File: src/rtl/core/fdct_pkg.sv
// shared types, constants and sequencer program of the 16-point fast dct
`timescale 1ns / 1ps
package fdct_pkg;

	localparam int SAMPLE_W = 24;
	localparam int OUT_W    = 32;
	localparam int FRAC_W   = 20;
	localparam int COEF_W   = 23;
	localparam int ACC_W    = 40;
	localparam int HI_W     = ACC_W - 1 - FRAC_W;
	localparam int NPTS     = 16;
	localparam int IDX_W    = 4;
	localparam int ADDR_W   = 7;
	localparam int RAM_D    = 128;
	localparam int PC_W     = 7;
	localparam int LAST_PC  = 80;
	localparam int QDEPTH   = 4;
	localparam longint unsigned POW5_14 = 64'd6103515625;

	typedef struct packed {
		logic signed [SAMPLE_W-1:0] sample;
		logic [IDX_W-1:0]           idx;
	} smp_t;

	typedef enum logic {
		OP_ADD,
		OP_MSUB
	} op_code_t;

	typedef struct packed {
		op_code_t          code;
		logic [ADDR_W-1:0] dst;
		logic [ADDR_W-1:0] a;
		logic [ADDR_W-1:0] b;
		logic [3:0]        k;
	} op_t;

	// decimal in 1e-14 units to fixed point, nearest, ties up
	function automatic logic [COEF_W-1:0] to_fixed(input longint unsigned d);
		longint unsigned n;
		n = d << (FRAC_W - 14);
		return COEF_W'((2 * n + POW5_14) / (2 * POW5_14));
	endfunction

	function automatic logic [COEF_W-1:0] coef_f(input logic [3:0] k);
		logic [COEF_W-1:0] c;
		case (k)
			4'd0:    c = to_fixed(64'd50241928618816);
			4'd1:    c = to_fixed(64'd52249861493969);
			4'd2:    c = to_fixed(64'd56694403481636);
			4'd3:    c = to_fixed(64'd64682178335999);
			4'd4:    c = to_fixed(64'd78815462345125);
			4'd5:    c = to_fixed(64'd106067768599035);
			4'd6:    c = to_fixed(64'd172244709823833);
			4'd7:    c = to_fixed(64'd510114861868916);
			4'd8:    c = to_fixed(64'd50979557910416);
			4'd9:    c = to_fixed(64'd60134488693505);
			4'd10:   c = to_fixed(64'd89997622313642);
			4'd11:   c = to_fixed(64'd256291544774151);
			4'd12:   c = to_fixed(64'd54119610014620);
			4'd13:   c = to_fixed(64'd130656296487638);
			default: c = to_fixed(64'd70710678118655);
		endcase
		return c;
	endfunction

	function automatic op_t mk(input op_code_t c, input int d, input int a, input int b,
		input int k);
		op_t o;
		o.code = c;
		o.dst  = ADDR_W'(d);
		o.a    = ADDR_W'(a);
		o.b    = ADDR_W'(b);
		o.k    = 4'(k);
		return o;
	endfunction

	// 4-point kernel, inputs at ib..ib+3, scratch and results at bb..bb+8
	function automatic op_t dct4_f(input int j, input int ib, input int bb);
		op_t o;
		case (j)
			0:       o = mk(OP_ADD,  bb,     ib,     ib + 3, 0);
			1:       o = mk(OP_ADD,  bb + 1, ib + 1, ib + 2, 0);
			2:       o = mk(OP_MSUB, bb + 2, ib,     ib + 3, 12);
			3:       o = mk(OP_MSUB, bb + 3, ib + 1, ib + 2, 13);
			4:       o = mk(OP_MSUB, bb + 4, bb + 2, bb + 3, 14);
			5:       o = mk(OP_ADD,  bb + 5, bb,     bb + 1, 0);
			6:       o = mk(OP_MSUB, bb + 6, bb,     bb + 1, 14);
			7:       o = mk(OP_ADD,  bb + 7, bb + 2, bb + 3, 0);
			default: o = mk(OP_ADD,  bb + 8, bb + 7, bb + 4, 0);
		endcase
		return o;
	endfunction

	// first butterfly of an 8-point kernel on xb..xb+7
	function automatic op_t dct8_f(input int j, input int xb, input int sb, input int db);
		int i;
		i = j >> 1;
		if ((j & 1) == 0)
			return mk(OP_ADD, sb + i, xb + i, xb + 7 - i, 0);
		return mk(OP_MSUB, db + i, xb + i, xb + 7 - i, 8 + i);
	endfunction

	function automatic op_t prog_f(input logic [PC_W-1:0] pc);
		int p;
		int i;
		op_t o;
		p = int'(pc);
		i = p >> 1;
		if (p < 16) begin
			if ((p & 1) == 0)
				o = mk(OP_ADD, 16 + i, i, 15 - i, 0);
			else
				o = mk(OP_MSUB, 24 + i, i, 15 - i, i);
		end else if (p < 24) begin
			o = dct8_f(p - 16, 16, 32, 36);
		end else if (p < 33) begin
			o = dct4_f(p - 24, 32, 40);
		end else if (p < 42) begin
			o = dct4_f(p - 33, 36, 49);
		end else if (p < 45) begin
			case (p - 42)
				0:       o = mk(OP_ADD, 58, 54, 57, 0);
				1:       o = mk(OP_ADD, 59, 57, 55, 0);
				default: o = mk(OP_ADD, 60, 55, 53, 0);
			endcase
		end else if (p < 53) begin
			o = dct8_f(p - 45, 24, 96, 100);
		end else if (p < 62) begin
			o = dct4_f(p - 53, 96, 104);
		end else if (p < 71) begin
			o = dct4_f(p - 62, 100, 113);
		end else if (p < 74) begin
			case (p - 71)
				0:       o = mk(OP_ADD, 122, 118, 121, 0);
				1:       o = mk(OP_ADD, 123, 121, 119, 0);
				default: o = mk(OP_ADD, 124, 119, 117, 0);
			endcase
		end else begin
			case (p - 74)
				0:       o = mk(OP_ADD, 125, 109, 122, 0);
				1:       o = mk(OP_ADD, 126, 122, 112, 0);
				2:       o = mk(OP_ADD, 127, 112, 123, 0);
				3:       o = mk(OP_ADD, 64,  123, 110, 0);
				4:       o = mk(OP_ADD, 65,  110, 124, 0);
				5:       o = mk(OP_ADD, 66,  124, 108, 0);
				default: o = mk(OP_ADD, 67,  108, 117, 0);
			endcase
		end
		return o;
	endfunction

	// where coefficient k sits in the working store
	function automatic logic [ADDR_W-1:0] out_addr_f(input logic [IDX_W-1:0] k);
		logic [ADDR_W-1:0] a;
		case (k)
			4'd0:    a = 7'd45;
			4'd1:    a = 7'd64;
			4'd2:    a = 7'd59;
			4'd3:    a = 7'd127;
			4'd4:    a = 7'd48;
			4'd5:    a = 7'd126;
			4'd6:    a = 7'd58;
			4'd7:    a = 7'd125;
			4'd8:    a = 7'd46;
			4'd9:    a = 7'd65;
			4'd10:   a = 7'd60;
			4'd11:   a = 7'd66;
			4'd12:   a = 7'd44;
			4'd13:   a = 7'd67;
			4'd14:   a = 7'd53;
			default: a = 7'd117;
		endcase
		return a;
	endfunction

endpackage

File: src/rtl/core/fdct_front.sv
// front end: takes samples and tags each with its place in the block
`timescale 1ns / 1ps
module fdct_front (
	input  logic                                  clk,
	input  logic                                  arst_n,
	input  logic                                  start,
	input  logic                                  full,
	input  logic signed [fdct_pkg::SAMPLE_W-1:0]  sample,
	output logic                                  push,
	output fdct_pkg::smp_t                        entry
);
	import fdct_pkg::*;

	logic [IDX_W-1:0] fill_q;

	assign push         = start && !full;
	assign entry.sample = sample;
	assign entry.idx    = fill_q;

	always_ff @(posedge clk or negedge arst_n) begin
		if (!arst_n)
			fill_q <= '0;
		else if (push)
			fill_q <= fill_q + 1'b1;
	end

endmodule

File: config.mk
export PLATFORM = sky130hd
export DESIGN_NAME = fdct_front
export DESIGN_NICKNAME = d
export VERILOG_FILES = /design/src/rtl/core/fdct_pkg.sv /design/src/rtl/core/fdct_front.sv
export SDC_FILE = /design/constraint.sdc
export NUM_CORES = 1
export LEC_CHECK = 0
export BUFFER_PORTS_ARGS = -buffer_cell sky130_fd_sc_hd__buf_2
export CORE_AREA = 2 2 39 41
export CTS_BUF_LIST = sky130_fd_sc_hd__clkbuf_2
export DETAILED_ROUTE_END_ITERATION = 16
export DIE_AREA = 0 0 41 43
export GPL_TIMING_DRIVEN = 0
export PLACE_DENSITY = 0.79
export REMOVE_ABC_BUFFERS = 1
export SLEW_MARGIN = 15
export SYNTH_ARGS = -nofsm -noshare
export SYNTH_HDL_FRONTEND = slang
export SYNTH_SLANG_ARGS = --single-unit
File: constraint.sdc
create_clock -name clk -period 1.4 [get_ports clk]
set_input_delay 0.07 -clock clk [delete_from_list [all_inputs] [get_ports clk]]
set_output_delay 0.07 -clock clk [all_outputs]
set_load 0.03 [all_outputs]
# Word level (Yosys, flattened, before mapping)

Cells that the tools add are included.

Input bits: 28
Register bits after elaboration: 4
Logic and storage cells: 4

Add/subtract/negate cells: 1
Reductions and logical operators: 2

Operator list:

| cell                                                          | count |
|---|---|
| 4-bit by 1-bit adder with 4-bit output, second input constant | 1 |
| 1-bit logical AND                                             | 1 |
| 1-bit zero test                                               | 1 |

# Longest topological paths before layout

Depth after elaboration: 2
Gate-level depth with buffers: 4

# Worst setup path after synthesis

Ideal clock, no wire load.

Path kind: flip-flop to flip-flop
Start: register fill_q[0]
End: register fill_q[1]
Clock period less this slack: 1.208 ns
Required time: 1.275 ns
Data arrival time: 1.083 ns
Cell stages (with the launch flop): 3
Setup slack: 0.192 ns
Setup time: 0.125 ns
Cells stage by stage: dfrtp_1 > ha_1 > mux2_4

Word-level cells in the longest chain between the ends: 1

Ends and longest elaborated chain:

| item                                   | RTL line         | RTL |
|---|---|---|
| start, declared                        | fdct_front.sv:14 | `logic [IDX_W-1:0] fill_q;` |
| start signal, assigned                 | fdct_front.sv:24 | `fill_q <= fill_q + 1'b1;` |
| 4-bit by 1-bit adder with 4-bit output | fdct_front.sv:24 |  |

Every way passes these cells.
A chain may end at the register's enable or synchronous reset.

# Worst setup path after layout

Same ends and word-level chain as after synthesis.

==> impl_metrics.csv <==
group,metric,value,unit
finish,regArea,100,sq um
cts,root_buffer,"clkbuf_2",
drt,vias_per_cell,4.35,
power_and_ir_drop,clock_power_share,16.1,%
cts,path_clk_slew,0.05,ns
synthesis,synth_area_leaders,"buf_4 50%, dfrtp_1 28%, xnor2_1 4.8%",
critical_path,rr_worst_depth,2,
power_and_ir_drop,p_seq_share,38.1,%
floorplan,io_pins,57,
cts,cts_buffers,3,
global_route,gr-total-overflow,0,
placement,dp_cells,36,
synthesis,synth_top_cell_by_area,"buf_4",
outcome,status,"complete, no violations",
hold_path,hold_class,"in2out",
timing,fin_crit_sh,77.9,%
cts,cts_sinks,4,
critical_path,regToRegSetupSlack,0.31,ns
global_route,antenna_found_initial,0,
power_and_ir_drop,swShare,45.6,%
synthesis,synth_cells,37,
timing,finalHoldViolCount,0,
placement,preCtsSetupSlack,0.308,ns
global_route,grt_use_total,11.1,%
cts,htreeDepth,1,
critical_path,worstSetupPathType,"reg2reg",
timing,tightest_slew,0.435,ns
critical_path,startpoint,"fill_q[0]",
global_route,grt_max_degree,6,
drt,wl,970,microns
cts,post_cts_buffers,0,
synthesis,syn-cell-area,362,sq um
critical_path,required,1.49,ns
timing,final_max_slew_viol_count,0,
power_and_ir_drop,combinationalPowerShare,45.8,%
floorplan,die_area,1760,sq um
floorplan,dieWidth,41,microns
power_and_ir_drop,power.switching,292,uW
timing,relSlewSlack,70.9,%
timing,skew,0.00489,ns
drt,post_drt_wl_per_cell,24.3,microns
finish,reg.largest.list,"fill_q x4",
synthesis,synth.distinct_cells,10,
cts,cts_tree,"built",
critical_path,cp_data_arrival_time,1.18,ns
finish,n_antenna_cell,0,
critical_path,reg2reg_to,"fill_q[1]",
critical_path,crit_fanout,4,
finish,layout.cells.non_filler,40,
drt,drc,0,
global_route,first_global_vias,192,
finish,finalNetCount,55,
power_and_ir_drop,power_leakage,0.000132,uW
finish,drive_gt1_share,54.2,%
drt,vias,174,
drt,ant_nets,0,
power_and_ir_drop,power_density,2440,nW/um^2
placement,gp_congestion,0.552,
critical_path,crit_path_start_kind,"register",
timing,setup_ws,0.309,ns
placement,io_buffer_count,8,
timing,setup_viol,0,
critical_path,critPathCaptureType,"register",
critical_path,crit_end,"fill_q[1]",
finish,fin_util,18.9,%
timing,fin_crit,1.09,ns
floorplan,initial_utilization,26.1,%
finish,largest_reg_flops,4,
cts,cts_buffer_depth,2,
timing,setup_tns,0,ns
timing,max_freq,0.917,GHz
timing,hold_ws,0.140,ns
finish,multi_input_area,76.3,sq um
synthesis,yosys_warnings,0,
power_and_ir_drop,intPower,348,uW
cts,insertion_delay,0.20,ns
floorplan,die_height,43,microns
finish,fillers,146,
timing,rsz0062_at_grt,"false",
drt,drtIter0Drc,5,
floorplan,core,1380,sq um
finish,regMostFlops,"fill_q",
run,maxCapViolCount,0,
synthesis,yosysTopAreaCellShare,49.8,%
finish,syn_to_final_growth,-27.7,%
synthesis,syn_area_per_cell,9.77,sq um
global_route,grt_first_pass_wirelength,1140,microns
power_and_ir_drop,irDropWorstVdd,0.000241,V
floorplan,rows,14,
critical_path,rr_startpoint,"fill_q[0]",
drt,first_pass_iters,3,
synthesis,ys_ff_latch,4,
synthesis,seq_area_frac_synth,27.7,%
## worst max-delay path, stage by stage, from the launching register on
cell	delay, ns
dfrtp_1	0.42
ha_1	0.31
mux2_4	0.25
## layout make-up
cell class	instances	share of cell area, %
timing repair buffer	9	19.1
tap	16	7.66
sequential	4	38.3
clock buffer	3	5.74
multi-input combinational	8	29.2
## metrics by stage
stage          cell area, sq um  power [uW]
4_1_cts                     262         651
6_report                    262         639
2_1_floorplan               176         449
3_3_place_gp                236         528
5_1_grt                     262         680
3_5_place_dp                236         540
## cell families (layout without fill, tap and decap cells)
group                    Yosys count  in the layout  share of synthesized area [%]
flip-flops                         4              4                           27.7
XOR/XNOR                           3              3                           7.27
buffers and inverters             25             12                           51.2
AND/OR/NAND/NOR                    3              3                           6.23
multiplexers                       1              1                           4.15
adder cells (fa/ha/maj)            1              1                           3.46
## synthesized netlist by cell type
cell / count
nor2b_1: 1
nand4_2: 1
xnor2_1: 2
dfrtp_1: 4
buf_4: 24
nand2_1: 1
xor2_1: 1
mux2_4: 1
buf_2: 1
ha_1: 1
## how the worst min path moves through the flow
stage / endpoint / start / slack [ns] / cells after the start
2_1_floorplan: fill_q[0] / arst_n / -0.23 / 0
3_3_place_gp: fill_q[2] / arst_n / -0.13 / 1
3_5_place_dp: fill_q[2] / arst_n / -0.12 / 1
4_1_cts: entry[4] / sample[0] / 0.14 / 0
5_1_grt: entry[9] / sample[5] / 0.14 / 0
6_report: entry[4] / sample[0] / 0.14 / 0
## placed cells by master (no fill, tap or decap), drive strengths merged
master,n
nor2b,1
mux2,1
nand2,1
ha,1
clkbuf,3
dlygate4sd3,1
xor2,1
dfrtp,4
xnor2,2
nand4,1
buf,8
## per-layer routing
layer | part of all wire, % | track usage (%) | wire length [microns] | up-vias
li1 | - | - | - | 64
met1 | 37 | 13.4 | 359 | 77
met2 | 29 | 6.88 | 284 | 33
met3 | 34 | 17.8 | 326 | 0
met4 | 0 | 8.00 | 0 | 0
met5 | 0 | 4.17 | 0 | -
## power by group through the flow
stage | clock, uW | combinational [uW] | sequential, uW
finish | 103 | 293 | 243
global route | 112 | 317 | 251
CTS | 111 | 297 | 243
detailed placement | 0 | 296 | 244
global placement | 0 | 287 | 241
floorplan | 0 | 93.7 | 355
## timing repair
| item | CTS | global route |
|---|---|---|
| gates resized for setup | 0 | 0 |
| endpoints found under the hold margin | 4 | 0 |
| hold buffers | 1 | 0 |
Note: power is estimated with default switching activity, not from simulation.
