### src/rtl/core/fdct_pkg.sv
// shared types, constants and sequencer program of the 16-point fast dct
`timescale 1ns / 1ps
package fdct_pkg;

	localparam int SAMPLE_W = 24;
	localparam int OUT_W    = 32;
	localparam int FRAC_W   = 20;
	localparam int COEF_W   = 23;
	localparam int ACC_W    = 40;
	localparam int HI_W     = ACC_W - 1 - FRAC_W;
	localparam int NPTS     = 16;
	localparam int IDX_W    = 4;
	localparam int ADDR_W   = 7;
	localparam int RAM_D    = 128;
	localparam int PC_W     = 7;
	localparam int LAST_PC  = 80;
	localparam int QDEPTH   = 4;
	localparam longint unsigned POW5_14 = 64'd6103515625;

	typedef struct packed {
		logic signed [SAMPLE_W-1:0] sample;
		logic [IDX_W-1:0]           idx;
	} smp_t;

	typedef enum logic {
		OP_ADD,
		OP_MSUB
	} op_code_t;

	typedef struct packed {
		op_code_t          code;
		logic [ADDR_W-1:0] dst;
		logic [ADDR_W-1:0] a;
		logic [ADDR_W-1:0] b;
		logic [3:0]        k;
	} op_t;

	// decimal in 1e-14 units to fixed point, nearest, ties up
	function automatic logic [COEF_W-1:0] to_fixed(input longint unsigned d);
		longint unsigned n;
		n = d << (FRAC_W - 14);
		return COEF_W'((2 * n + POW5_14) / (2 * POW5_14));
	endfunction

	function automatic logic [COEF_W-1:0] coef_f(input logic [3:0] k);
		logic [COEF_W-1:0] c;
		case (k)
			4'd0:    c = to_fixed(64'd50241928618816);
			4'd1:    c = to_fixed(64'd52249861493969);
			4'd2:    c = to_fixed(64'd56694403481636);
			4'd3:    c = to_fixed(64'd64682178335999);
			4'd4:    c = to_fixed(64'd78815462345125);
			4'd5:    c = to_fixed(64'd106067768599035);
			4'd6:    c = to_fixed(64'd172244709823833);
			4'd7:    c = to_fixed(64'd510114861868916);
			4'd8:    c = to_fixed(64'd50979557910416);
			4'd9:    c = to_fixed(64'd60134488693505);
			4'd10:   c = to_fixed(64'd89997622313642);
			4'd11:   c = to_fixed(64'd256291544774151);
			4'd12:   c = to_fixed(64'd54119610014620);
			4'd13:   c = to_fixed(64'd130656296487638);
			default: c = to_fixed(64'd70710678118655);
		endcase
		return c;
	endfunction

	function automatic op_t mk(input op_code_t c, input int d, input int a, input int b,
		input int k);
		op_t o;
		o.code = c;
		o.dst  = ADDR_W'(d);
		o.a    = ADDR_W'(a);
		o.b    = ADDR_W'(b);
		o.k    = 4'(k);
		return o;
	endfunction

	// 4-point kernel, inputs at ib..ib+3, scratch and results at bb..bb+8
	function automatic op_t dct4_f(input int j, input int ib, input int bb);
		op_t o;
		case (j)
			0:       o = mk(OP_ADD,  bb,     ib,     ib + 3, 0);
			1:       o = mk(OP_ADD,  bb + 1, ib + 1, ib + 2, 0);
			2:       o = mk(OP_MSUB, bb + 2, ib,     ib + 3, 12);
			3:       o = mk(OP_MSUB, bb + 3, ib + 1, ib + 2, 13);
			4:       o = mk(OP_MSUB, bb + 4, bb + 2, bb + 3, 14);
			5:       o = mk(OP_ADD,  bb + 5, bb,     bb + 1, 0);
			6:       o = mk(OP_MSUB, bb + 6, bb,     bb + 1, 14);
			7:       o = mk(OP_ADD,  bb + 7, bb + 2, bb + 3, 0);
			default: o = mk(OP_ADD,  bb + 8, bb + 7, bb + 4, 0);
		endcase
		return o;
	endfunction

	// first butterfly of an 8-point kernel on xb..xb+7
	function automatic op_t dct8_f(input int j, input int xb, input int sb, input int db);
		int i;
		i = j >> 1;
		if ((j & 1) == 0)
			return mk(OP_ADD, sb + i, xb + i, xb + 7 - i, 0);
		return mk(OP_MSUB, db + i, xb + i, xb + 7 - i, 8 + i);
	endfunction

	function automatic op_t prog_f(input logic [PC_W-1:0] pc);
		int p;
		int i;
		op_t o;
		p = int'(pc);
		i = p >> 1;
		if (p < 16) begin
			if ((p & 1) == 0)
				o = mk(OP_ADD, 16 + i, i, 15 - i, 0);
			else
				o = mk(OP_MSUB, 24 + i, i, 15 - i, i);
		end else if (p < 24) begin
			o = dct8_f(p - 16, 16, 32, 36);
		end else if (p < 33) begin
			o = dct4_f(p - 24, 32, 40);
		end else if (p < 42) begin
			o = dct4_f(p - 33, 36, 49);
		end else if (p < 45) begin
			case (p - 42)
				0:       o = mk(OP_ADD, 58, 54, 57, 0);
				1:       o = mk(OP_ADD, 59, 57, 55, 0);
				default: o = mk(OP_ADD, 60, 55, 53, 0);
			endcase
		end else if (p < 53) begin
			o = dct8_f(p - 45, 24, 96, 100);
		end else if (p < 62) begin
			o = dct4_f(p - 53, 96, 104);
		end else if (p < 71) begin
			o = dct4_f(p - 62, 100, 113);
		end else if (p < 74) begin
			case (p - 71)
				0:       o = mk(OP_ADD, 122, 118, 121, 0);
				1:       o = mk(OP_ADD, 123, 121, 119, 0);
				default: o = mk(OP_ADD, 124, 119, 117, 0);
			endcase
		end else begin
			case (p - 74)
				0:       o = mk(OP_ADD, 125, 109, 122, 0);
				1:       o = mk(OP_ADD, 126, 122, 112, 0);
				2:       o = mk(OP_ADD, 127, 112, 123, 0);
				3:       o = mk(OP_ADD, 64,  123, 110, 0);
				4:       o = mk(OP_ADD, 65,  110, 124, 0);
				5:       o = mk(OP_ADD, 66,  124, 108, 0);
				default: o = mk(OP_ADD, 67,  108, 117, 0);
			endcase
		end
		return o;
	endfunction

	// where coefficient k sits in the working store
	function automatic logic [ADDR_W-1:0] out_addr_f(input logic [IDX_W-1:0] k);
		logic [ADDR_W-1:0] a;
		case (k)
			4'd0:    a = 7'd45;
			4'd1:    a = 7'd64;
			4'd2:    a = 7'd59;
			4'd3:    a = 7'd127;
			4'd4:    a = 7'd48;
			4'd5:    a = 7'd126;
			4'd6:    a = 7'd58;
			4'd7:    a = 7'd125;
			4'd8:    a = 7'd46;
			4'd9:    a = 7'd65;
			4'd10:   a = 7'd60;
			4'd11:   a = 7'd66;
			4'd12:   a = 7'd44;
			4'd13:   a = 7'd67;
			4'd14:   a = 7'd53;
			default: a = 7'd117;
		endcase
		return a;
	endfunction

endpackage

### src/rtl/core/fdct_queue.sv
// short queue between front end and sequencer
`timescale 1ns / 1ps
module fdct_queue (
	input  logic           clk,
	input  logic           arst_n,
	input  logic           push,
	input  fdct_pkg::smp_t wentry,
	input  logic           pop,
	output fdct_pkg::smp_t rentry,
	output logic           full,
	output logic           empty
);
	import fdct_pkg::*;

	localparam int PW = $clog2(QDEPTH);

	smp_t          slot_q [QDEPTH];
	logic [PW-1:0] wr_q;
	logic [PW-1:0] rd_q;
	logic [PW:0]   cnt_q;

	assign full   = cnt_q == (PW + 1)'(QDEPTH);
	assign empty  = cnt_q == '0;
	assign rentry = slot_q[rd_q];

	always_ff @(posedge clk) begin
		if (push)
			slot_q[wr_q] <= wentry;
	end

	always_ff @(posedge clk or negedge arst_n) begin
		if (!arst_n) begin
			wr_q  <= '0;
			rd_q  <= '0;
			cnt_q <= '0;
		end else begin
			if (push)
				wr_q <= wr_q + 1'b1;
			if (pop)
				rd_q <= rd_q + 1'b1;
			cnt_q <= cnt_q + (PW + 1)'(push) - (PW + 1)'(pop);
		end
	end

endmodule

### config.mk
export PLATFORM = sky130hd
export DESIGN_NAME = fdct_queue
export DESIGN_NICKNAME = d
export VERILOG_FILES = /design/src/rtl/core/fdct_pkg.sv /design/src/rtl/core/fdct_queue.sv
export SDC_FILE = /design/constraint.sdc
export NUM_CORES = 1
export LEC_CHECK = 0
export BUFFER_PORTS_ARGS = -buffer_cell sky130_fd_sc_hd__buf_4
export CELL_PAD_IN_SITES_DETAIL_PLACEMENT = 1
export CELL_PAD_IN_SITES_GLOBAL_PLACEMENT = 2
export CORE_MARGIN = 4
export CORE_UTILIZATION = 44
export DETAILED_ROUTE_END_ITERATION = 16
export PLACE_DENSITY_LB_ADDON = 0.05
export SETUP_SLACK_MARGIN = 0.05
export SYNTH_ARGS = -nofsm -noshare
export SYNTH_HDL_FRONTEND = slang
export SYNTH_SLANG_ARGS = --single-unit
### constraint.sdc
create_clock -name clk -period 2.44 [get_ports clk]
set_input_delay 0.244 -clock clk [delete_from_list [all_inputs] [get_ports clk]]
set_output_delay 0.244 -clock clk [all_outputs]
set_load 0.01 [all_outputs]
-- Word level (Yosys, flattened, before mapping)
Memory sizes are Yosys's and may differ from the RTL's.
Cells that the tools add are included.
- reductions and logical operators: 1
- equality and inequality tests: 1
- multiplexer cells: 2
- add/sub/neg operators: 4
- operators by type and width (operator ; number):
    $add 2x1->2 const B ; 2
    $add 3x1->3 ; 1
    $eq 3x3->1 const B ; 1
    $logic_not 3->1 ; 1
    $sub 3x1->3 ; 1
    $mux 1 ; 2
- register bits: 7
- memories kept: 1
- word-level logic and storage cells: 12
- RAM bits: 112
- output and inout bits: 30
- bits of input ports: 32
- memory list (memory ; depth ; bits a word ; rd ports ; clocked after Yosys merged registers in ; wr ports ; line ; source):
    slot_q ; 4 ; 28 ; 1 ; 0 ; 1 ; fdct_queue.sv:17 ; smp_t slot_q [QDEPTH];

-- Depth between registers and ports, before layout
Gate-level depths: netlist (run 1).
- depth after elaboration: 2
- mapped depth: 7
- depth with buffers taken out: 7

-- Worst setup path before layout (run 1)
OpenSTA, ideal clock, no wires.
- path type: register to register
- from: register wr_q[0]
- to: memory slot_q[0][0] in the netlist's numbering, enable pin
- setup time: 0.387 ns
- arrival: 1.320 ns
- period minus slack after synthesis: 1.708 ns
- stages on the path, launching flop included: 4
- buffers on the path: 0
- path slack: 0.732 ns
- data required time: 2.053 ns
- cell sequence: dfrtp_1 -> inv_1 -> ha_1 -> and2_1
- RTL lines (element ; line ; source):
    from (decl) ; fdct_queue.sv:18 ; logic [PW-1:0] wr_q;
    from (signal assigned) ; fdct_queue.sv:38 ; wr_q <= wr_q + 1'b1;
    to (decl) ; fdct_queue.sv:17 ;
No word-level cell before the write port.

==> flow_summary.yaml, run 1 <==
outcome:
  status: "complete, no violations"
grt:
  antenna_found_initial: 0
  grt_pass1_wl_um: 14400
  grt_max_degree: 17
  grtUsageTotal_pct: 17.1
  overflow: 0
  grt_pass1_vias: 2612
worst_setup_path:
  crit_type: "reg2out"
  worstPathRequired_ns: 2.20
  worstSetupEndpointType: "output port"
  critPathMaxFanout: 16
  arrival_ns: 1.90
  crit_path_start_kind: "flop"
sta:
  clock_skew_ns: 0.00891
  final_max_slew_viol_count: 0
  fin_crit_ns: 2.14
  tightest_slew_ns: 0.340
  grt_setup_unrepaired: "no"
  slew_headroom_pct: 77.3
  fin_crit_sh_pct: 87.9
  tns_ns: 0
  max_freq_mhz: 466
  final_hold_viol_count: 0
  setup_violations: 0
clock_network:
  clk_pin_slew_ns: 0.06
  cts_tree: "yes"
  post-cts-setup-buffer-count: 0
  insertion_delay_ns: 0.50
  cts_root_buf: "clkbuf_8"
  clock_path_buffers: 2
  htree_levels: 4
  cts_sinks: 119
  numCtsBuffers: 17
yosys:
  avgSynthCellArea_um2: 24.6
  ys_seq_area_share_pct: 79.9
  synthCells: 180
  syn_nets: 219
  ys_seq_elements: 119
  yosysUniqueCellTypes: 16
  yosys_warnings: 0
  netlist_area_um2: 4430
detailed_routing:
  wl_per_cell_um: 20.1
  vias: 2198
  drt-total-wl_um: 8900
  dr.first_iter.drc_count: 79
  via_per_inst: 4.97
  first_pass_iters: 4
  drc: 0
  antenna_left: 0
min_path:
  hp-class: "in2async"
placed_design:
  placed_area_um2: 5100
  place_congestion: 0.657
  post-dp-hpwl_um: 5670
  dpl.cell_count: 380
  port_buffers: 61
finish:
  layout.cells.non_filler: 442
  final-seq-area_um2: 3540
  multiInputGateArea_um2: 821
  antenna-diode-count: 0
  mostFrequentLayoutCell: "edfxtp_1"
  fillers: 842
  final_cell_mix: "edfxtp_1 (112), buf_4 (73), dlygate4sd3_1 (31)"
  fin_area_um2: 6020
  drive_gt1_share_pct: 43.4
  area_growth_pct: 35.9
  finalNetCount: 336
power:
  p_leak_nw: 2.19
  ir_drop_v: 0.000628
  p_per_area_nw_per_um2: 1240
floorplan:
  ios: 62
  rows: 36
  start_util_pct: 45.3
  coreArea_um2: 9770
  die_x_um: 108
  die_area_um2: 11700
  die_h_um: 108
flow_run:
  maxCapViolations: 0
==> synth_stat cells <==
| master | n | area share, % |
|---|---|---|
| and2_1 | 4 | 0.56 |
| and3_1 | 1 | 0.14 |
| buf_2 | 2 | 0.23 |
| buf_4 | 1 | 0.17 |
| buf_6 | 3 | 0.76 |
| dfrtp_1 | 7 | 4.0 |
| edfxtp_1 | 112 | 76 |
| fa_1 | 1 | 0.45 |
| ha_1 | 6 | 1.7 |
| inv_1 | 6 | 0.51 |
| mux4_2 | 28 | 14 |
| nand2_1 | 2 | 0.17 |
| nor3_1 | 1 | 0.11 |
| o21ai_0 | 1 | 0.11 |
| xnor2_1 | 3 | 0.59 |
| xor2_1 | 2 | 0.40 |
==> metrics by stage <==
step | hold WS [ns] | total power, mW | setup slack (ns) | utilization (%)
final | 0.0999 | 7.49 | 0.295 | 61.6
after global routing | 0.108 | 7.88 | 0.146 | 61.6
after CTS | 0.0698 | 7.62 | 0.221 | 61.6
after detailed placement | 0.0644 | 4.98 | 0.722 | 52.2
after global placement | 0.0616 | 4.88 | 0.802 | 52.2
after floorplan | -0.0516 | 4.07 | 0.732 | -
==> routing by layer <==
metal	part of all wire [%]	vias to the layer above	track usage (%)
li1	-	981	-
met1	37	1155	19.5
met2	58	52	31.1
met3	3.9	10	4.84
met4	0.96	0	5.59
met5	0	-	0
==> repair_timing <==
item,in CTS,in global routing
endpoints found under the setup margin,0,0
endpoints found under the hold margin,122,0
gates resized for setup,0,0
hold buffers,31,0
==> area by class of cell <==
type | count | area share (%)
Tap cell | 133 | 2.76
Clock inverter | 14 | 3.30
Multi-Input combinational cell | 49 | 13.6
Inverter | 6 | 0.374
Clock buffer | 17 | 6.88
Sequential cell | 119 | 58.8
Timing Repair Buffer | 104 | 14.3
==> power breakdown <==
group	switching, mW	internal, mW	total (mW)
combinational	1.04	1.10	2.14
clock	0.871	1.66	2.53
sequential	0.126	2.69	2.82
total	2.04	5.45	7.49
==> cell families (layout without fill, tap and decap cells) <==
logic type,after synthesis,count (layout),share of synthesized area [%]
flip-flops,119,119,79.9
XOR/XNOR,5,5,0.989
multiplexers,28,28,14.2
adder cells (fa/ha/maj),7,7,2.15
buffers and inverters,12,141,1.67
AND/OR/NAND/NOR,8,8,0.988
AO/OA/AOI/OAI,1,1,0.113
==> critical path, cell delays in order, from the launching register on <==
cell     delay (ns)
dfrtp_2        0.35
buf_4          0.31
mux4_2         0.58
buf_4          0.17
==> flip-flops by register name, indices dropped and copies added (netlist names) <==
name,flops
rd_q,2
slot_q,112
wr_q,2
cnt_q,3
==> path summary, 6_finish.rpt <==
path                            slack [ns]           end      start  cells past startpoint
worst max-delay path                  0.30     rentry[0]    rd_q[0]                      3
worst min-delay path                   0.1      cnt_q[2]     arst_n                      2
worst max register to register        0.71      cnt_q[2]   cnt_q[0]                      7
worst min register to register        0.56       wr_q[0]    wr_q[0]                      1
max in group asynchronous             2.20       rd_q[0]     arst_n                      2
min in group clk                      0.48  slot_q[0][6]  wentry[6]                      2
Note: power is estimated with default switching activity, not from simulation.
==> inputs of run 2 (changes only) <==
--- a/config.mk
+++ b/config.mk
@@ -9,7 +9,7 @@
 export CELL_PAD_IN_SITES_DETAIL_PLACEMENT = 1
 export CELL_PAD_IN_SITES_GLOBAL_PLACEMENT = 2
 export CORE_MARGIN = 4
-export CORE_UTILIZATION = 44
+export CORE_UTILIZATION = 25
 export DETAILED_ROUTE_END_ITERATION = 16
 export PLACE_DENSITY_LB_ADDON = 0.05
 export SETUP_SLACK_MARGIN = 0.05
==> run 2 against run 1 <==
  * Power grew 2.7%
  * Highest routed layer unchanged
  * Design area down 2.0%
  * Largest cell class unchanged
  * Routed wire length up 6.6%
  * Sequential power up 3%
  * Critical path type unchanged
==> flow_summary.yaml, run 2 (synthesized netlist as in run 1, its figures left out) <==
min_path:
  holdPathEnd: "slot_q[2][21]"
  min_path_cells: 1
  min_from: "wentry[21]"
  hp-class: "in2reg"
floorplan:
  start_util_pct: 25.5
  die_x_um: 141
  coreArea_um2: 17400
  die_h_um: 141
  ios: 62
  die_area_um2: 19900
  rows: 48
sta:
  final_max_slew_viol_count: 0
  tns_ns: 0
  slew_headroom_pct: 68.3
  fin_crit_sh_pct: 91.5
  fin_crit_ns: 2.23
  max_freq_mhz: 448
  tightest_slew_ns: 0.476
  grt_setup_unrepaired: "no"
  clock_skew_ns: 0.00327
  final_hold_viol_count: 0
  worst_slack_ns: 0.208
  setup_violations: 0
clock_network:
  htree_levels: 4
  cts_resized: 0
  clk_pin_slew_ns: 0.06
  clock_path_buffers: 2
  insertion_delay_ns: 0.41
  cts_sinks: 119
  numCtsBuffers: 17
  post-cts-setup-buffer-count: 0
  cts_root_buf: "clkbuf_16"
  cts_tree: "yes"
finish:
  final_cell_mix: "edfxtp_1 (112), buf_4 (65), mux4_2 (28)"
  top_regs: "slot_q (112), cnt_q (3)"
  fillers: 1730
  area_growth_pct: 33.1
  layout.cells.non_filler: 501
  largest_register_ff_count: 112
  mostFrequentLayoutCell: "edfxtp_1"
  drive_gt1_share_pct: 48.9
  antenna-diode-count: 0
  finalNetCount: 302
  largest_register: "slot_q"
flow_run:
  maxCapViolations: 0
grt:
  grt_pass1_vias: 2391
  grt_max_degree: 22
  overflow: 0
  grtUsageTotal_pct: 10.3
  antenna_found_initial: 0
  grt_pass1_wl_um: 14600
detailed_routing:
  dr.first_iter.drc_count: 71
  first_pass_iters: 4
  via_per_inst: 4.09
  wl_per_cell_um: 18.9
  drt-total-wl_um: 9480
  drc: 0
  antenna_left: 0
  vias: 2050
placed_design:
  dpl_worst_slack_ns: 0.591
  place_congestion: 0.687
  port_buffers: 61
  dpl.cell_count: 468
  post-dp-hpwl_um: 6010
power:
  p_per_area_nw_per_um2: 1300
  p_leak_nw: 2.07
  total_power_mw: 7.69
  ir_drop_v: 0.000518
worst_setup_path:
  r2r_setup_slack_ns: 0.77
  rr_worst_depth: 7
  arrival_ns: 1.99
  crit_path_start_kind: "flop"
  regToRegStartpoint: "cnt_q[0]"
  worstSetupEndpointType: "output port"
  crit_type: "reg2out"
  worstPathRequired_ns: 2.20
  critPathMaxFanout: 21
  rr_endpoint: "cnt_q[2]"
outcome:
  status: "complete, no violations"
run 2: changes by cell type in the layout (fill, tap and decap cells not counted), sizes merged:
cell and delta:
inv -2, clkinv +2, bufinv +1, buf -4
dlygate4sd3 -30
run 2: worst max path at each step:
stage | start | to | slack, ns
after floorplan | wr_q[0] | slot_q[0][0] | 0.73
after CTS | rd_q[0] | rentry[16] | 0.14
after global routing | rd_q[0] | rentry[17] | 0.07
final | rd_q[0] | rentry[17] | 0.21
after detailed placement | rd_q[0] | rentry[16] | 0.59
after global placement | rd_q[0] | rentry[17] | 0.58
run 2: stage by stage:
stage | utilization [%] | area, um^2 | hold slack (ns)
floorplan | - | 4430 | -0.0516
global placement | 30.2 | 5240 | 0.0733
detailed placement | 30.2 | 5240 | 0.0703
CTS | 34.0 | 5900 | 0.00982
global route | 34.0 | 5900 | 0.00648
finish | 34.0 | 5900 | 0.0338
run 2: worst max-delay path: stages (launching register included):
cell and delay, ns:
dfrtp_2 0.58, buf_12 0.28, mux4_2 0.55, buf_4 0.16
run 2: what timing repair did:
| action | 4_1_cts | 5_1_grt |
|---|---|---|
| hold buffers | 1 | 0 |
| endpoints found under the setup margin | 0 | 0 |
| hold endpoints to repair | 7 | 0 |
run 2: routing by layer:
layer	part of all wire (%)	vias up	routed length (um)	track usage, %
li1	-	913	-	-
met2	51	45	4820	16.5
met5	0	-	0	0
met4	1.4	0	129	4.28
met3	4.8	10	458	4.07
met1	43	1082	4070	12.4
run 2: report_power, final:
part / internal [mW] / switching [mW] / total [mW]
registers: 2.69 / 0.217 / 2.91
clock network: 1.82 / 0.930 / 2.75
logic: 1.09 / 0.945 / 2.04
run 2: cell type report:
type / count / area [um^2] / share of cell area (%)
multi-input cells: 49 / 823 / 14.0
clock buffers: 17 / 425 / 7.21
well taps: 225 / 282 / 4.77
flip-flops and latches: 119 / 3540 / 60.0
repair buffers: 70 / 578 / 9.80
clock inverters: 15 / 226 / 3.84
inverters: 6 / 22.5 / 0.382
==> inputs of run 3 (changes only) <==
--- a/config.mk
+++ b/config.mk
@@ -11,6 +11,7 @@
 export CORE_MARGIN = 4
 export CORE_UTILIZATION = 25
 export DETAILED_ROUTE_END_ITERATION = 16
+export MAX_ROUTING_LAYER = met4
 export PLACE_DENSITY_LB_ADDON = 0.05
 export SETUP_SLACK_MARGIN = 0.05
 export SYNTH_ARGS = -nofsm -noshare
==> constraint.sdc (replaced) <==
create_clock -name clk -period 2.44 [get_ports clk]
set_input_delay 0.122 -clock clk [delete_from_list [all_inputs] [get_ports clk]]
set_output_delay 0.122 -clock clk [all_outputs]
set_load 0.01 [all_outputs]
==> run 3 against run 2 <==
  * Die area did not move
  * Clock power down 26%
  * Routed wire length shrank 0.92%
  * Power decreased by 9.0%
  * Final cell count up 5.4%
  * Critical endpoint unchanged
  * Critical path type unchanged
  * Non-clock buffer count grew 28
==> flow_summary.yaml, run 3 (synthesized netlist as in run 1, its figures left out) <==
floorplan:
  ios: 62
  rows: 48
  start_util_pct: 25.5
  die_x_um: 141
  die_area_um2: 19900
  coreArea_um2: 17400
  die_h_um: 141
finish:
  fin_area_um2: 6010
  top_regs: "slot_q (112), cnt_q (3)"
  layout.cells.non_filler: 528
  antenna-diode-count: 0
  drive_gt1_share_pct: 39.6
  finalNetCount: 330
  fillers: 1714
  area_growth_pct: 35.7
  final_cell_mix: "edfxtp_1 (112), buf_4 (63), dlygate4sd3_1 (31)"
  largest_register_ff_count: 112
  mostFrequentLayoutCell: "edfxtp_1"
  largest_register: "slot_q"
sta:
  final_hold_viol_count: 0
  slew_headroom_pct: 45.4
  grt_setup_unrepaired: "no"
  tns_ns: 0
  tightest_slew_ns: 0.819
  final_max_slew_viol_count: 0
  clock_skew_ns: 0.00833
  fin_crit_sh_pct: 84.2
  setup_violations: 0
  max_freq_mhz: 487
  fin_crit_ns: 2.05
detailed_routing:
  drt-total-wl_um: 9390
  vias: 2146
  drc: 0
  via_per_inst: 4.06
  wl_per_cell_um: 17.8
  first_pass_iters: 4
  dr.first_iter.drc_count: 107
  antenna_left: 0
clock_network:
  clk_pin_slew_ns: 0.05
  cts_sinks: 119
  numCtsBuffers: 17
  cts_tree: "yes"
  htree_levels: 4
  cts_root_buf: "clkbuf_16"
  insertion_delay_ns: 0.41
  clock_path_buffers: 2
  cts_resized: 0
worst_setup_path:
  regToRegStartpoint: "cnt_q[0]"
  crit_path_start_kind: "flop"
  worstSetupEndpointType: "output port"
  rr_worst_depth: 7
  worst_path_max_delay_cell: "dfrtp_2"
  cp_slowest_stage_delay_ns: 0.90
  crit_type: "reg2out"
  worstPathRequired_ns: 2.32
  crit_buf_inv: 1
  worstPathCellList: "mux4_2 > buf_4"
  rr_endpoint: "cnt_q[2]"
  critPathMaxFanout: 29
  r2r_setup_slack_ns: 0.73
  cp_top_family: "flip-flops"
  arrival_ns: 1.93
grt:
  overflow: 0
  grt_pass1_vias: 2455
  grt_pass1_wl_um: 14800
  grt_max_degree: 31
  antenna_found_initial: 0
  grtUsageTotal_pct: 10.7
power:
  p_seq_share_pct: 41.7
  pwr-share-clk_pct: 29.1
  p_int_mw: 5.06
  ir_drop_v: 0.000550
  p_comb_share_pct: 29.2
  p_sw_share_pct: 27.8
  total_power_mw: 7.00
  p_leak_nw: 2.11
  p_sw_mw: 1.95
  p_per_area_nw_per_um2: 1160
placed_design:
  port_buffers: 61
  dpl.cell_count: 466
  post-dp-hpwl_um: 5790
  place_congestion: 0.704
  placed_area_um2: 5220
flow_run:
  maxCapViolations: 0
min_path:
  hp-class: "in2async"
outcome:
  status: "complete, no violations"
[run 3: cell count changes in the layout (fill, tap and decap cells not counted), sizes merged]
cell         before  now
buf              69   67
inv               8    6
clkinvlp          3    0
clkinv            5    9
dlygate4sd3       1   31
clkbuf           17   22
bufinv            5    0
[run 3: routing by layer]
metal	share of wire [%]	global-route usage, %	vias up
met5	0	-	-
met4	1.6	4.13	0
met3	4.5	4.07	12
met2	51	16.9	51
met1	43	12.4	1114
li1	-	-	969
[run 3: worst register-to-register path: cells and delay by family, from the launching register on]
kind	cells	cell delay, ns
adder cells (fa/ha/maj)	3	0.85
flip-flops	1	0.35
XOR/XNOR	2	0.33
buffers and inverters	2	0.10
[run 3: power groups by stage]
| stage | logic [mW] | clock network, mW | registers (mW) |
|---|---|---|---|
| floorplan | 1.26 | 0 | 2.81 |
| global placement | 2.10 | 0 | 2.97 |
| detailed placement | 2.10 | 0 | 2.97 |
| CTS | 2.14 | 2.11 | 2.94 |
| global route | 2.25 | 2.22 | 2.96 |
| finish | 2.05 | 2.04 | 2.92 |
[run 3: timing repair]
| item | 4_1_cts | 5_1_grt |
|---|---|---|
| hold endpoints to repair | 124 | 0 |
| hold buffers | 31 | 0 |
| buffers inserted | 0 | 0 |
[run 3: worst max path at each step]
stage / start / to / slack [ns] / depth (start not counted)
2_1_floorplan: wr_q[0] / slot_q[0][0] / 0.73 / 3
6_report: rd_q[1] / rentry[17] / 0.39 / 2
3_3_place_gp: rd_q[1] / rentry[17] / 0.76 / 2
4_1_cts: rd_q[1] / rentry[17] / 0.29 / 2
5_1_grt: rd_q[1] / rentry[17] / 0.28 / 2
3_5_place_dp: rd_q[1] / rentry[17] / 0.74 / 2
[run 3: metrics by stage]
stage                     setup WS [ns]  hold WS [ns]  utilization (%)
after floorplan                   0.732        -0.174                -
after global placement            0.761       -0.0504             30.1
after detailed placement          0.739       -0.0468             30.1
after CTS                         0.292        0.0377             34.6
after global routing              0.280        0.0614             34.6
final                             0.385        0.0672             34.6
[run 3: cell type report]
cell class | count | area (um^2) | area share (%)
tap | 225 | 282 | 4.68
clock buffer | 22 | 444 | 7.39
clock inverter | 9 | 36.3 | 0.604
inverter | 6 | 22.5 | 0.375
sequential | 119 | 3540 | 58.9
timing repair buffer | 98 | 863 | 14.4
multi-input combinational | 49 | 823 | 13.7
